**config.mk**
```make
export PLATFORM = sky130hd
export DESIGN_NAME = gregorian_date_difference_unit_flat
export DESIGN_NICKNAME = d
export VERILOG_FILES = /design/src/design/gdd_pkg.sv /design/src/design/gdd_in_if.sv /design/src/design/gdd_out_if.sv /design/src/design/gdd_datapath.sv /design/src/design/gdd_controller.sv /design/src/design/gregorian_date_difference_unit.sv /design/src/flat_wrapper.sv
export SDC_FILE = /design/constraint.sdc
export NUM_CORES = 1
export LEC_CHECK = 0
export BUFFER_PORTS_ARGS = -buffer_cell sky130_fd_sc_hd__buf_2
export CORE_ASPECT_RATIO = 0.75
export CORE_MARGIN = 5
export CORE_UTILIZATION = 30
export DETAILED_ROUTE_END_ITERATION = 6
export GPL_TIMING_DRIVEN = 0
export PLACE_DENSITY = 0.57
export SLEW_MARGIN = 15
export SYNTH_ARGS = -nofsm -noshare
export SYNTH_HDL_FRONTEND = slang
export SYNTH_SLANG_ARGS = --single-unit
```
**constraint.sdc**
```tcl
create_clock -name clk -period 6.4 [get_ports clk]
set_input_delay 0.64 -clock clk [delete_from_list [all_inputs] [get_ports clk]]
set_output_delay 0.64 -clock clk [all_outputs]
set_load 0.02 [all_outputs]
```
**src/design/gdd_pkg.sv**
```systemverilog
// ----------------------------------------------------------------------------
// gdd_pkg: shared types and constants for the Gregorian date difference unit
// Field widths, controller/datapath command and status structs, and the
// calendar helper functions (month table, leap test on a 400-year residue).
// ----------------------------------------------------------------------------
package gdd_pkg;

    localparam int YEAR_W = 14;
    localparam int MONTH_W = 4;
    localparam int DAY_W = 5;
    localparam int DIFF_W = 22;
    // signed running sum, wide enough for the longest year span
    localparam int ACC_W = 24;
    // day-of-year, at most 366 for valid dates and 397 for out-of-range month and day
    localparam int DOY_W = 9;
    // residue of the year modulo the 400-year cycle
    localparam int RES_W = 9;

    localparam logic [YEAR_W-1:0] YEAR_CYCLE = YEAR_W'(400);
    localparam logic [RES_W-1:0] RES_LAST = RES_W'(399);
    localparam logic [RES_W-1:0] RES_CENT1 = RES_W'(100);
    localparam logic [RES_W-1:0] RES_CENT2 = RES_W'(200);
    localparam logic [RES_W-1:0] RES_CENT3 = RES_W'(300);
    localparam logic [ACC_W-1:0] DAYS_COMMON = ACC_W'(365);
    localparam logic [ACC_W-1:0] DAYS_LEAP = ACC_W'(366);
    localparam logic [ACC_W-1:0] DIFF_MAX = ACC_W'(4194303);
    localparam logic [MONTH_W-1:0] MONTH_MARCH = MONTH_W'(3);

    typedef logic [YEAR_W-1:0] year_t;
    typedef logic [MONTH_W-1:0] month_t;
    typedef logic [DAY_W-1:0] day_t;

    // commands from the controller to the datapath
    typedef struct packed {
        logic load;
        logic reduce;
        logic start;
        logic year_step;
        logic finish;
    } gdd_cmd_t;

    // status from the datapath to the controller
    typedef struct packed {
        logic rem_ge_cycle;
        logic years_equal;
    } gdd_status_t;

    // days in the months before month m, common year; months past twelve count
    // the whole year
    function automatic logic [DOY_W-1:0] days_before(input month_t m);
        logic [DOY_W-1:0] d;
        case (m)
            4'd0, 4'd1: d = DOY_W'(0);
            4'd2: d = DOY_W'(31);
            4'd3: d = DOY_W'(59);
            4'd4: d = DOY_W'(90);
            4'd5: d = DOY_W'(120);
            4'd6: d = DOY_W'(151);
            4'd7: d = DOY_W'(181);
            4'd8: d = DOY_W'(212);
            4'd9: d = DOY_W'(243);
            4'd10: d = DOY_W'(273);
            4'd11: d = DOY_W'(304);
            4'd12: d = DOY_W'(334);
            default: d = DOY_W'(365);
        endcase
        return d;
    endfunction

    // leap year from the year's residue modulo 400; residue zero is a leap year
    function automatic logic is_leap(input logic [RES_W-1:0] r);
        return (r[1:0] == 2'b00) && (r != RES_CENT1) && (r != RES_CENT2)
            && (r != RES_CENT3);
    endfunction

    // day-of-year; February counts when the month is March or later
    function automatic logic [DOY_W-1:0] day_of_year(input month_t m, input day_t d,
                                                     input logic leap);
        return days_before(m) + DOY_W'(d)
            + DOY_W'(leap && (m >= MONTH_MARCH));
    endfunction

endpackage

```
**src/design/gdd_in_if.sv**
```systemverilog
// ----------------------------------------------------------------------------
// gdd_in_if: input channel of the date difference unit
// Valid/ready channel carrying the two dates of one item.
// ----------------------------------------------------------------------------
interface gdd_in_if;
    logic valid;
    logic ready;
    gdd_pkg::year_t first_year;
    gdd_pkg::month_t first_month;
    gdd_pkg::day_t first_day;
    gdd_pkg::year_t second_year;
    gdd_pkg::month_t second_month;
    gdd_pkg::day_t second_day;

    modport source (
        output valid, first_year, first_month, first_day,
        output second_year, second_month, second_day,
        input ready
    );

    modport sink (
        input valid, first_year, first_month, first_day,
        input second_year, second_month, second_day,
        output ready
    );
endinterface

```
**src/design/gdd_out_if.sv**
```systemverilog
// ----------------------------------------------------------------------------
// gdd_out_if: result channel of the date difference unit
// Valid/ready channel carrying the day count of one item.
// ----------------------------------------------------------------------------
interface gdd_out_if;
    logic valid;
    logic ready;
    logic [gdd_pkg::DIFF_W-1:0] day_difference;

    modport source (
        output valid, day_difference,
        input ready
    );

    modport sink (
        input valid, day_difference,
        output ready
    );
endinterface

```
**src/design/gdd_datapath.sv**
```systemverilog
// ----------------------------------------------------------------------------
// gdd_datapath: registers and arithmetic of the date difference unit
// Orders the dates, reduces the earlier year modulo 400, then walks the
// years one per step adding 365 or 366, and clamps the final sum.
// ----------------------------------------------------------------------------
module gdd_datapath (
    input  logic                          clk,
    input  logic                          rst_n,
    input  gdd_pkg::gdd_cmd_t             cmd,
    output gdd_pkg::gdd_status_t          status,
    input  gdd_pkg::year_t                first_year,
    input  gdd_pkg::month_t               first_month,
    input  gdd_pkg::day_t                 first_day,
    input  gdd_pkg::year_t                second_year,
    input  gdd_pkg::month_t               second_month,
    input  gdd_pkg::day_t                 second_day,
    output logic [gdd_pkg::DIFF_W-1:0]    day_difference
);

    gdd_pkg::year_t cur_reg, cur_next;
    gdd_pkg::year_t rem_reg, rem_next;
    gdd_pkg::month_t m0_reg, m0_next;
    gdd_pkg::day_t d0_reg, d0_next;
    gdd_pkg::year_t y1_reg, y1_next;
    gdd_pkg::month_t m1_reg, m1_next;
    gdd_pkg::day_t d1_reg, d1_next;
    logic signed [gdd_pkg::ACC_W-1:0] acc_reg, acc_next;
    logic [gdd_pkg::DIFF_W-1:0] diff_reg, diff_next;

    logic later_first;
    logic leap_cur;
    logic [gdd_pkg::RES_W-1:0] res;
    logic [gdd_pkg::ACC_W-1:0] sum;

    // residue is valid once the reduction is done
    assign res = rem_reg[gdd_pkg::RES_W-1:0];
    assign leap_cur = gdd_pkg::is_leap(res);

    // lexicographic order on year, month, day
    assign later_first = {first_year, first_month, first_day}
                       > {second_year, second_month, second_day};

    assign status.rem_ge_cycle = (rem_reg >= gdd_pkg::YEAR_CYCLE);
    assign status.years_equal = (cur_reg == y1_reg);

    // final sum: running total plus day-of-year of the later date
    assign sum = acc_reg + gdd_pkg::ACC_W'(gdd_pkg::day_of_year(m1_reg, d1_reg, leap_cur));

    // next-state logic per command
    always_comb
    begin
        cur_next = cur_reg;
        rem_next = rem_reg;
        m0_next = m0_reg;
        d0_next = d0_reg;
        y1_next = y1_reg;
        m1_next = m1_reg;
        d1_next = d1_reg;
        acc_next = acc_reg;
        diff_next = diff_reg;
        if (cmd.load)
        begin
            if (later_first)
            begin
                cur_next = second_year;
                rem_next = second_year;
                m0_next = second_month;
                d0_next = second_day;
                y1_next = first_year;
                m1_next = first_month;
                d1_next = first_day;
            end
            else
            begin
                cur_next = first_year;
                rem_next = first_year;
                m0_next = first_month;
                d0_next = first_day;
                y1_next = second_year;
                m1_next = second_month;
                d1_next = second_day;
            end
        end
        if (cmd.reduce)
        begin
            rem_next = rem_reg - gdd_pkg::YEAR_CYCLE;
        end
        if (cmd.start)
        begin
            acc_next = gdd_pkg::ACC_W'(0)
                     - gdd_pkg::ACC_W'(gdd_pkg::day_of_year(m0_reg, d0_reg, leap_cur));
        end
        if (cmd.year_step)
        begin
            acc_next = acc_reg + (leap_cur ? gdd_pkg::DAYS_LEAP : gdd_pkg::DAYS_COMMON);
            cur_next = cur_reg + gdd_pkg::YEAR_W'(1);
            rem_next = (res == gdd_pkg::RES_LAST) ? gdd_pkg::YEAR_W'(0)
                                                  : rem_reg + gdd_pkg::YEAR_W'(1);
        end
        if (cmd.finish)
        begin
            // clamp negative spans to zero, saturate large ones
            if (sum[gdd_pkg::ACC_W-1])
            begin
                diff_next = '0;
            end
            else if (sum > gdd_pkg::DIFF_MAX)
            begin
                diff_next = gdd_pkg::DIFF_MAX[gdd_pkg::DIFF_W-1:0];
            end
            else
            begin
                diff_next = sum[gdd_pkg::DIFF_W-1:0];
            end
        end
    end

    // payload registers, no reset
    always_ff @(posedge clk)
    begin
        cur_reg <= cur_next;
        rem_reg <= rem_next;
        m0_reg <= m0_next;
        d0_reg <= d0_next;
        y1_reg <= y1_next;
        m1_reg <= m1_next;
        d1_reg <= d1_next;
        acc_reg <= acc_next;
        diff_reg <= diff_next;
    end

    assign day_difference = diff_reg;

    // residue stays inside the 400-year cycle while walking years
    a_res_in_cycle: assert property (@(posedge clk) disable iff (!rst_n)
        cmd.year_step |-> (rem_reg < gdd_pkg::YEAR_CYCLE))
        else $error("year residue out of range during year walk");

    // each year step adds a whole common or leap year
    a_year_add: assert property (@(posedge clk) disable iff (!rst_n)
        cmd.year_step |=> ((acc_reg - $past(acc_reg)) == gdd_pkg::DAYS_COMMON
                        || (acc_reg - $past(acc_reg)) == gdd_pkg::DAYS_LEAP))
        else $error("year step added a wrong day count");

endmodule

```
**src/design/gdd_controller.sv**
```systemverilog
// ----------------------------------------------------------------------------
// gdd_controller: sequencer of the date difference unit
// Steps the datapath through load, year reduction, start, year walk and
// finish, and owns the input ready and output valid.
// ----------------------------------------------------------------------------
module gdd_controller (
    input  logic                  clk,
    input  logic                  rst_n,
    input  logic                  in_valid,
    output logic                  in_ready,
    output logic                  out_valid,
    input  logic                  out_ready,
    input  gdd_pkg::gdd_status_t  status,
    output gdd_pkg::gdd_cmd_t     cmd
);

    localparam logic [2:0] ST_IDLE = 3'd0;
    localparam logic [2:0] ST_REDUCE = 3'd1;
    localparam logic [2:0] ST_START = 3'd2;
    localparam logic [2:0] ST_STEP = 3'd3;
    localparam logic [2:0] ST_FINISH = 3'd4;

    logic [2:0] state_reg, state_next;
    logic out_valid_reg, out_valid_next;

    // sequencing and command decode
    always_comb
    begin
        state_next = state_reg;
        cmd = '0;
        in_ready = 1'b0;
        out_valid_next = out_valid_reg;
        if (out_valid_reg && out_ready)
        begin
            out_valid_next = 1'b0;
        end
        case (state_reg)
            ST_IDLE:
            begin
                in_ready = 1'b1;
                if (in_valid)
                begin
                    cmd.load = 1'b1;
                    state_next = ST_REDUCE;
                end
            end
            ST_REDUCE:
            begin
                if (status.rem_ge_cycle)
                begin
                    cmd.reduce = 1'b1;
                end
                else
                begin
                    state_next = ST_START;
                end
            end
            ST_START:
            begin
                cmd.start = 1'b1;
                state_next = ST_STEP;
            end
            ST_STEP:
            begin
                if (status.years_equal)
                begin
                    state_next = ST_FINISH;
                end
                else
                begin
                    cmd.year_step = 1'b1;
                end
            end
            ST_FINISH:
            begin
                // write the result once the output register is free
                if (!out_valid_reg || out_ready)
                begin
                    cmd.finish = 1'b1;
                    out_valid_next = 1'b1;
                    state_next = ST_IDLE;
                end
            end
            default:
            begin
                state_next = ST_IDLE;
            end
        endcase
    end

    always_ff @(posedge clk or negedge rst_n)
    begin
        if (!rst_n)
        begin
            state_reg <= ST_IDLE;
            out_valid_reg <= 1'b0;
        end
        else
        begin
            state_reg <= state_next;
            out_valid_reg <= out_valid_next;
        end
    end

    assign out_valid = out_valid_reg;

    // a result appears only out of the finish state
    a_valid_from_finish: assert property (@(posedge clk) disable iff (!rst_n)
        $rose(out_valid_reg) |-> $past(state_reg == ST_FINISH))
        else $error("result valid raised outside finish");

    // the finish write never overwrites a result still waiting
    a_no_overwrite: assert property (@(posedge clk) disable iff (!rst_n)
        cmd.finish |-> (!out_valid_reg || out_ready))
        else $error("result overwritten before transfer");

endmodule

```
**src/design/gregorian_date_difference_unit.sv**
```systemverilog
// ----------------------------------------------------------------------------
// gregorian_date_difference_unit: days between two Gregorian dates
// Steps: accept, reduction of the earlier year modulo 400, start, a year walk
//   of one year per cycle, and finish, which waits for a free output register.
// One item at a time; the next is taken once the finish state has passed.
// A result waits in the output register.
// Reset (rst_n, async, low) idles the sequencer and clears the output valid.
// ----------------------------------------------------------------------------
module gregorian_date_difference_unit (
    input  logic       clk,
    input  logic       rst_n,
    gdd_in_if.sink     dates,
    gdd_out_if.source  result
);

    gdd_pkg::gdd_cmd_t cmd;
    gdd_pkg::gdd_status_t status;
    logic in_ready;
    logic out_valid;

    gdd_controller u_ctrl (
        .clk       (clk),
        .rst_n     (rst_n),
        .in_valid  (dates.valid),
        .in_ready  (in_ready),
        .out_valid (out_valid),
        .out_ready (result.ready),
        .status    (status),
        .cmd       (cmd)
    );

    gdd_datapath u_dp (
        .clk            (clk),
        .rst_n          (rst_n),
        .cmd            (cmd),
        .status         (status),
        .first_year     (dates.first_year),
        .first_month    (dates.first_month),
        .first_day      (dates.first_day),
        .second_year    (dates.second_year),
        .second_month   (dates.second_month),
        .second_day     (dates.second_day),
        .day_difference (result.day_difference)
    );

    // handshake outputs
    assign dates.ready = in_ready;
    assign result.valid = out_valid;

endmodule

```
**src/flat_wrapper.sv**
```systemverilog
// flat-port wrapper written by rule: the top's interface ports become plain ports
module gregorian_date_difference_unit_flat 
  (clk, rst_n, dates_valid, dates_first_year, dates_first_month, dates_first_day, dates_second_year, dates_second_month, dates_second_day, dates_ready, result_valid, result_day_difference, result_ready);
  gdd_in_if dates_i ();
  gdd_out_if result_i ();
  input  logic clk;
  input  logic rst_n;
  input wire logic [$bits(dates_i.valid)-1:0] dates_valid;
  input wire logic [$bits(dates_i.first_year)-1:0] dates_first_year;
  input wire logic [$bits(dates_i.first_month)-1:0] dates_first_month;
  input wire logic [$bits(dates_i.first_day)-1:0] dates_first_day;
  input wire logic [$bits(dates_i.second_year)-1:0] dates_second_year;
  input wire logic [$bits(dates_i.second_month)-1:0] dates_second_month;
  input wire logic [$bits(dates_i.second_day)-1:0] dates_second_day;
  output wire logic [$bits(dates_i.ready)-1:0] dates_ready;
  output wire logic [$bits(result_i.valid)-1:0] result_valid;
  output wire logic [$bits(result_i.day_difference)-1:0] result_day_difference;
  input wire logic [$bits(result_i.ready)-1:0] result_ready;
  assign dates_i.valid = dates_valid;
  assign dates_i.first_year = dates_first_year;
  assign dates_i.first_month = dates_first_month;
  assign dates_i.first_day = dates_first_day;
  assign dates_i.second_year = dates_second_year;
  assign dates_i.second_month = dates_second_month;
  assign dates_i.second_day = dates_second_day;
  assign dates_ready = dates_i.ready;
  assign result_valid = result_i.valid;
  assign result_day_difference = result_i.day_difference;
  assign result_i.ready = result_ready;
  gregorian_date_difference_unit u_core (.clk(clk), .rst_n(rst_n), .dates(dates_i), .result(result_i));
endmodule
```
==> summary.md <==
Global routing finished with a remaining overflow of 0. The half-perimeter wire length after detailed placement was 16610 µm; the clock insertion delay at the later pin of the skew report was 0.43 ns. In the post-route analysis, the smallest setup slack over all paths is 0.9207 ns. The number of flops mapped to enable cells by yosys is 106, and the post-detailed-route wirelength per cell is 15.39 µm. For the leakage power of the design, the log shows 0.004208 µW.

The type of the tightest min-delay check was in2reg. Measured against its own limit, the worst slew margin works out to 25.54%. The post-synthesis cell type with the largest combined area was sky130_fd_sc_hd__edfxtp_1.

The worst path needs 5.479 ns of the cycle, external delays included. In the synthesized netlist, the number of instances is 886. From bottom edge to top edge, the die measures 158.4 µm.

The routed layout has 6693 vias. Across the VDD grid, the largest voltage drop is 0.0002203 V. The logs give 0 for the max-slew violation total from the final report and 182.5 MHz for the maximum operating frequency.

The run gives 5.63 ns as the data arrival time of the worst path. The floorplan step defined a core boundary enclosing 0.02899 mm². The data required time at the worst endpoint was 6.55 ns; the number of warning messages in the yosys log was 0. Clock slew seen by the registers of the worst setup and hold paths: 0.06 ns. For the combined global-route utilization of all metal layers, the log shows 13.12%.

The run finished with clean final reports. The run gives 0 ns as the accumulated negative setup slack. The tools report the H-tree depth as 4. The filler cells instantiated in the layout total 2914. Timing analysis after detailed placement gives a worst setup slack of 0.9162 ns.

Measured in cells, the most critical reg-to-reg path has a length of 25. At the end of the flow the core is filled with cells to 35.58%. The top flip-flop cell by instance count after synthesis is sky130_fd_sc_hd__edfxtp_1.

Power spread over the standard cell area amounts to 552.2 mW/mm². For the pin with the worst max-slew slack, the measured transition is 1.109 ns. The run gives 0 as the remaining design rule violation count. The endpoint class of the critical path is a flop.

For the number of antenna violations at the first check in global routing, the log shows 1. The run gives 1108 as the post-layout net count. The die covers 0.03291 mm². The number of instances resized during post-cts repair came out at 0. Setup repair after global routing left no endpoint under its margin. In this run the worst path has a maximum fanout of 10.

The setup path with the least slack is of type reg2reg. From synthesis to final layout, the design area changed by 17.14%. The fraction of synthesis flops using an asynchronous set or reset pin was 3.125%.

In the routed layout, each cell is associated on average with a via count of 4.836. Count of cell types in the netlist: 67. Max-cap violations in this run came to 0. The number of synthesized register bits is 128. Summing every instance area after synthesis gives 0.008805 mm². By area the synthesized netlist is led by sky130_fd_sc_hd__edfxtp_1 (36%), sky130_fd_sc_hd__ha_1 (10%), sky130_fd_sc_hd__xor2_1 (5.0%).

The finished cells cover 0.01031 mm². Setup violations remaining at the end of the flow were counted as 0. Port buffering added 73 buffers.

Once the floorplan was initialized, standard cells occupied 30.38% of the core. The run gives 6424 as the via count of the first global-routing pass. The worst-case clock skew was 0.008907 ns; the share of final-layout standard cells stronger than drive strength 1 was 15.83%. Sequential elements use 41.38% of the synthesized area. The total detailed-routing wirelength was 21300 µm; the number of sinks driven by the clock tree was 128.

The logs give 0 for the number of antenna cells inserted and 2 for the buffer depth of the longest clock path. The DRC violation total after the first TritonRoute iteration was 460; the width of the chip was 207.8 µm. Among the stages of the critical path, the cell type that occurs most often is sky130_fd_sc_hd__nand2_1. Once detail routing completed, the nets flagged for antenna violations numbered 0. The count of cells along the worst hold path is 3, and the count of endpoints failing hold in the final timing report is 0. Routability-driven placement finished with a final weighted congestion of 0.8376.

The largest individual stage delay along the critical path comes from the cell sky130_fd_sc_hd__edfxtp_1. The largest net degree at the start of global routing is 37. The number of nets in the synthesized netlist is 1015. For this run, the slowest stage of the critical path takes 0.46 ns. Counting the buffers created by CTS gives 17. Of the post-synthesis cell area, the dominant cell type holds 36.15%.

Hold is met by 0.5287 ns. The logs give 5 for the first-pass detailed-route iteration total and 54 for the standard-cell row count. In this run the cell area measured after placement is 0.009672 mm². The final critical path takes up 85.61% of the cycle.

TritonCTS built the clock tree. The first global-routing pass estimated 34550 µm of wire. The I/O pin count is 74.

The tools report the category of the worst setup path launch point as a flop. In this run the clock root is driven by a sky130_fd_sc_hd__clkbuf_16. A synthesized cell averages 9.938 µm².
-- cell usage after synthesis, types with 4 or more instances --
cell type	n
sky130_fd_sc_hd__fa_1	6
sky130_fd_sc_hd__a21boi_0	6
sky130_fd_sc_hd__nand2b_1	9
sky130_fd_sc_hd__xor2_1	50
sky130_fd_sc_hd__clkbuf_1	19
sky130_fd_sc_hd__nand3_1	22
sky130_fd_sc_hd__o21bai_1	5
sky130_fd_sc_hd__dfxtp_1	18
sky130_fd_sc_hd__nand4_1	13
sky130_fd_sc_hd__xnor2_1	46
sky130_fd_sc_hd__o221ai_1	6
sky130_fd_sc_hd__a31oi_1	4
sky130_fd_sc_hd__inv_1	61
sky130_fd_sc_hd__mux2i_1	11
sky130_fd_sc_hd__nor3_1	14
sky130_fd_sc_hd__o21ai_0	48
sky130_fd_sc_hd__ha_1	73
sky130_fd_sc_hd__a21o_1	14
sky130_fd_sc_hd__buf_2	10
sky130_fd_sc_hd__nor4_1	4
sky130_fd_sc_hd__or2_2	4
sky130_fd_sc_hd__dfrtp_1	4
sky130_fd_sc_hd__and3_1	16
sky130_fd_sc_hd__a31o_2	4
sky130_fd_sc_hd__nand2_1	72
sky130_fd_sc_hd__o21a_1	4
sky130_fd_sc_hd__o22ai_1	7
sky130_fd_sc_hd__nor2_1	68
sky130_fd_sc_hd__a21oi_1	73
sky130_fd_sc_hd__nor2b_1	9
sky130_fd_sc_hd__mux2_2	23
sky130_fd_sc_hd__edfxtp_1	106
-- cell usage in the layout (no fill, tap or decap), types with 4 or more instances in the layout --
cell                        Yosys  layout
sky130_fd_sc_hd__mux2_2        23      23
sky130_fd_sc_hd__or2_2          4       4
sky130_fd_sc_hd__inv_1         61      60
sky130_fd_sc_hd__a21o_1        14      14
sky130_fd_sc_hd__o21bai_1       5       5
sky130_fd_sc_hd__edfxtp_1     106     106
sky130_fd_sc_hd__nor3_1        14      14
sky130_fd_sc_hd__clkbuf_16      0      17
sky130_fd_sc_hd__clkbuf_1      19      21
sky130_fd_sc_hd__nor4_1         4       4
sky130_fd_sc_hd__nand2_1       72      72
sky130_fd_sc_hd__fa_1           6       6
sky130_fd_sc_hd__a31o_2         4       4
sky130_fd_sc_hd__o221ai_1       6       6
sky130_fd_sc_hd__o21ai_0       48      47
sky130_fd_sc_hd__a31oi_1        4       4
sky130_fd_sc_hd__nor2b_1        9       9
sky130_fd_sc_hd__nand3_1       22      22
sky130_fd_sc_hd__a21oi_1       73      73
sky130_fd_sc_hd__mux2i_1       11      11
sky130_fd_sc_hd__xnor2_1       46      46
sky130_fd_sc_hd__ha_1          73      73
sky130_fd_sc_hd__bufinv_16      0       4
sky130_fd_sc_hd__dfrtp_1        4       4
sky130_fd_sc_hd__o21a_1         4       4
sky130_fd_sc_hd__xor2_1        50      50
sky130_fd_sc_hd__nand2b_1       9       9
sky130_fd_sc_hd__o22ai_1        7       7
sky130_fd_sc_hd__nor2_1        68      68
sky130_fd_sc_hd__dfxtp_1       18      18
sky130_fd_sc_hd__a21boi_0       6       6
sky130_fd_sc_hd__and3_1        16      16
sky130_fd_sc_hd__buf_2         10      83
sky130_fd_sc_hd__nand4_1       13      13
-- cell families after synthesis --
| family | share of synthesized area (%) |
|---|---|
| AND/OR/NAND/NOR | 13.26 |
| AO/OA/AOI/OAI | 15.73 |
| multiplexers | 4.192 |
| buffers and inverters | 4.149 |
| adder cells (fa/ha/maj) | 11.74 |
| XOR/XNOR | 9.550 |
| flip-flops | 41.38 |
-- cell type report --
class	instances	area [µm²]	share of cell area, %
Timing Repair Buffer	74	375.4	3.639
Clock buffer	22	474.2	4.598
Buffer	31	136.4	1.322
Tap cell	392	490.5	4.756
Sequential cell	128	3643	35.33
Multi-Input combinational cell	666	4807	46.61
Inverter	61	229.0	2.220
Clock inverter	10	157.7	1.529
-- worst max-delay path: cells and delay by family, from the launching register on --
family	cells	cell delay (ns)
fa+ha+maj	4	1.42
compound gates	8	1.12
simple gates	8	1.07
buf+inv	3	0.66
xor+xnor	2	0.49
flops	1	0.46
-- metrics by stage --
| stage | instances | total power, µW |
|---|---|---|
| 2_1_floorplan | 886 | 3877 |
| 3_3_place_gp | 1351 | 4597 |
| 3_5_place_dp | 1351 | 4633 |
| 4_1_cts | 1384 | 5710 |
| 5_1_grt | 1384 | 6164 |
| 6_report | 1384 | 5695 |
-- path summary, 6_finish.rpt --
kind | from | end | slack [ns]
worst max-delay path | u_core.u_dp.rem_reg[4] | u_core.u_dp.day_difference[2] | 0.92
worst min-delay path | result_ready | u_core.u_ctrl.out_valid | 0.53
worst max register to register | u_core.u_dp.rem_reg[4] | u_core.u_dp.day_difference[2] | 0.92
worst min register to register | u_core.u_ctrl.out_valid | u_core.u_ctrl.out_valid | 0.56
max in group asynchronous | rst_n | u_core.u_ctrl.out_valid | 5.72
min in group asynchronous | rst_n | u_core.u_ctrl.state_reg[0] | 0.55
-- repair_timing --
item,4_1_cts,5_1_grt
hold endpoints to repair,4,0
setup buffers,0,0
hold buffers,1,0
-- per-layer routing --
layer / routed length, µm / global-route usage, %
met1: 11820 / 20.73
met5: 0 / 0
met3: 1196 / 3.368
met2: 8096 / 17.75
met4: 184 / 2.720
-- power by group --
group / total, µW / internal [µW] / switching, µW
sequential: 1730 / 1410 / 315
combinational: 2920 / 1190 / 1740
clock: 1040 / 680 / 362
total: 5690 / 3280 / 2410
(Power assumes the default switching activity.)
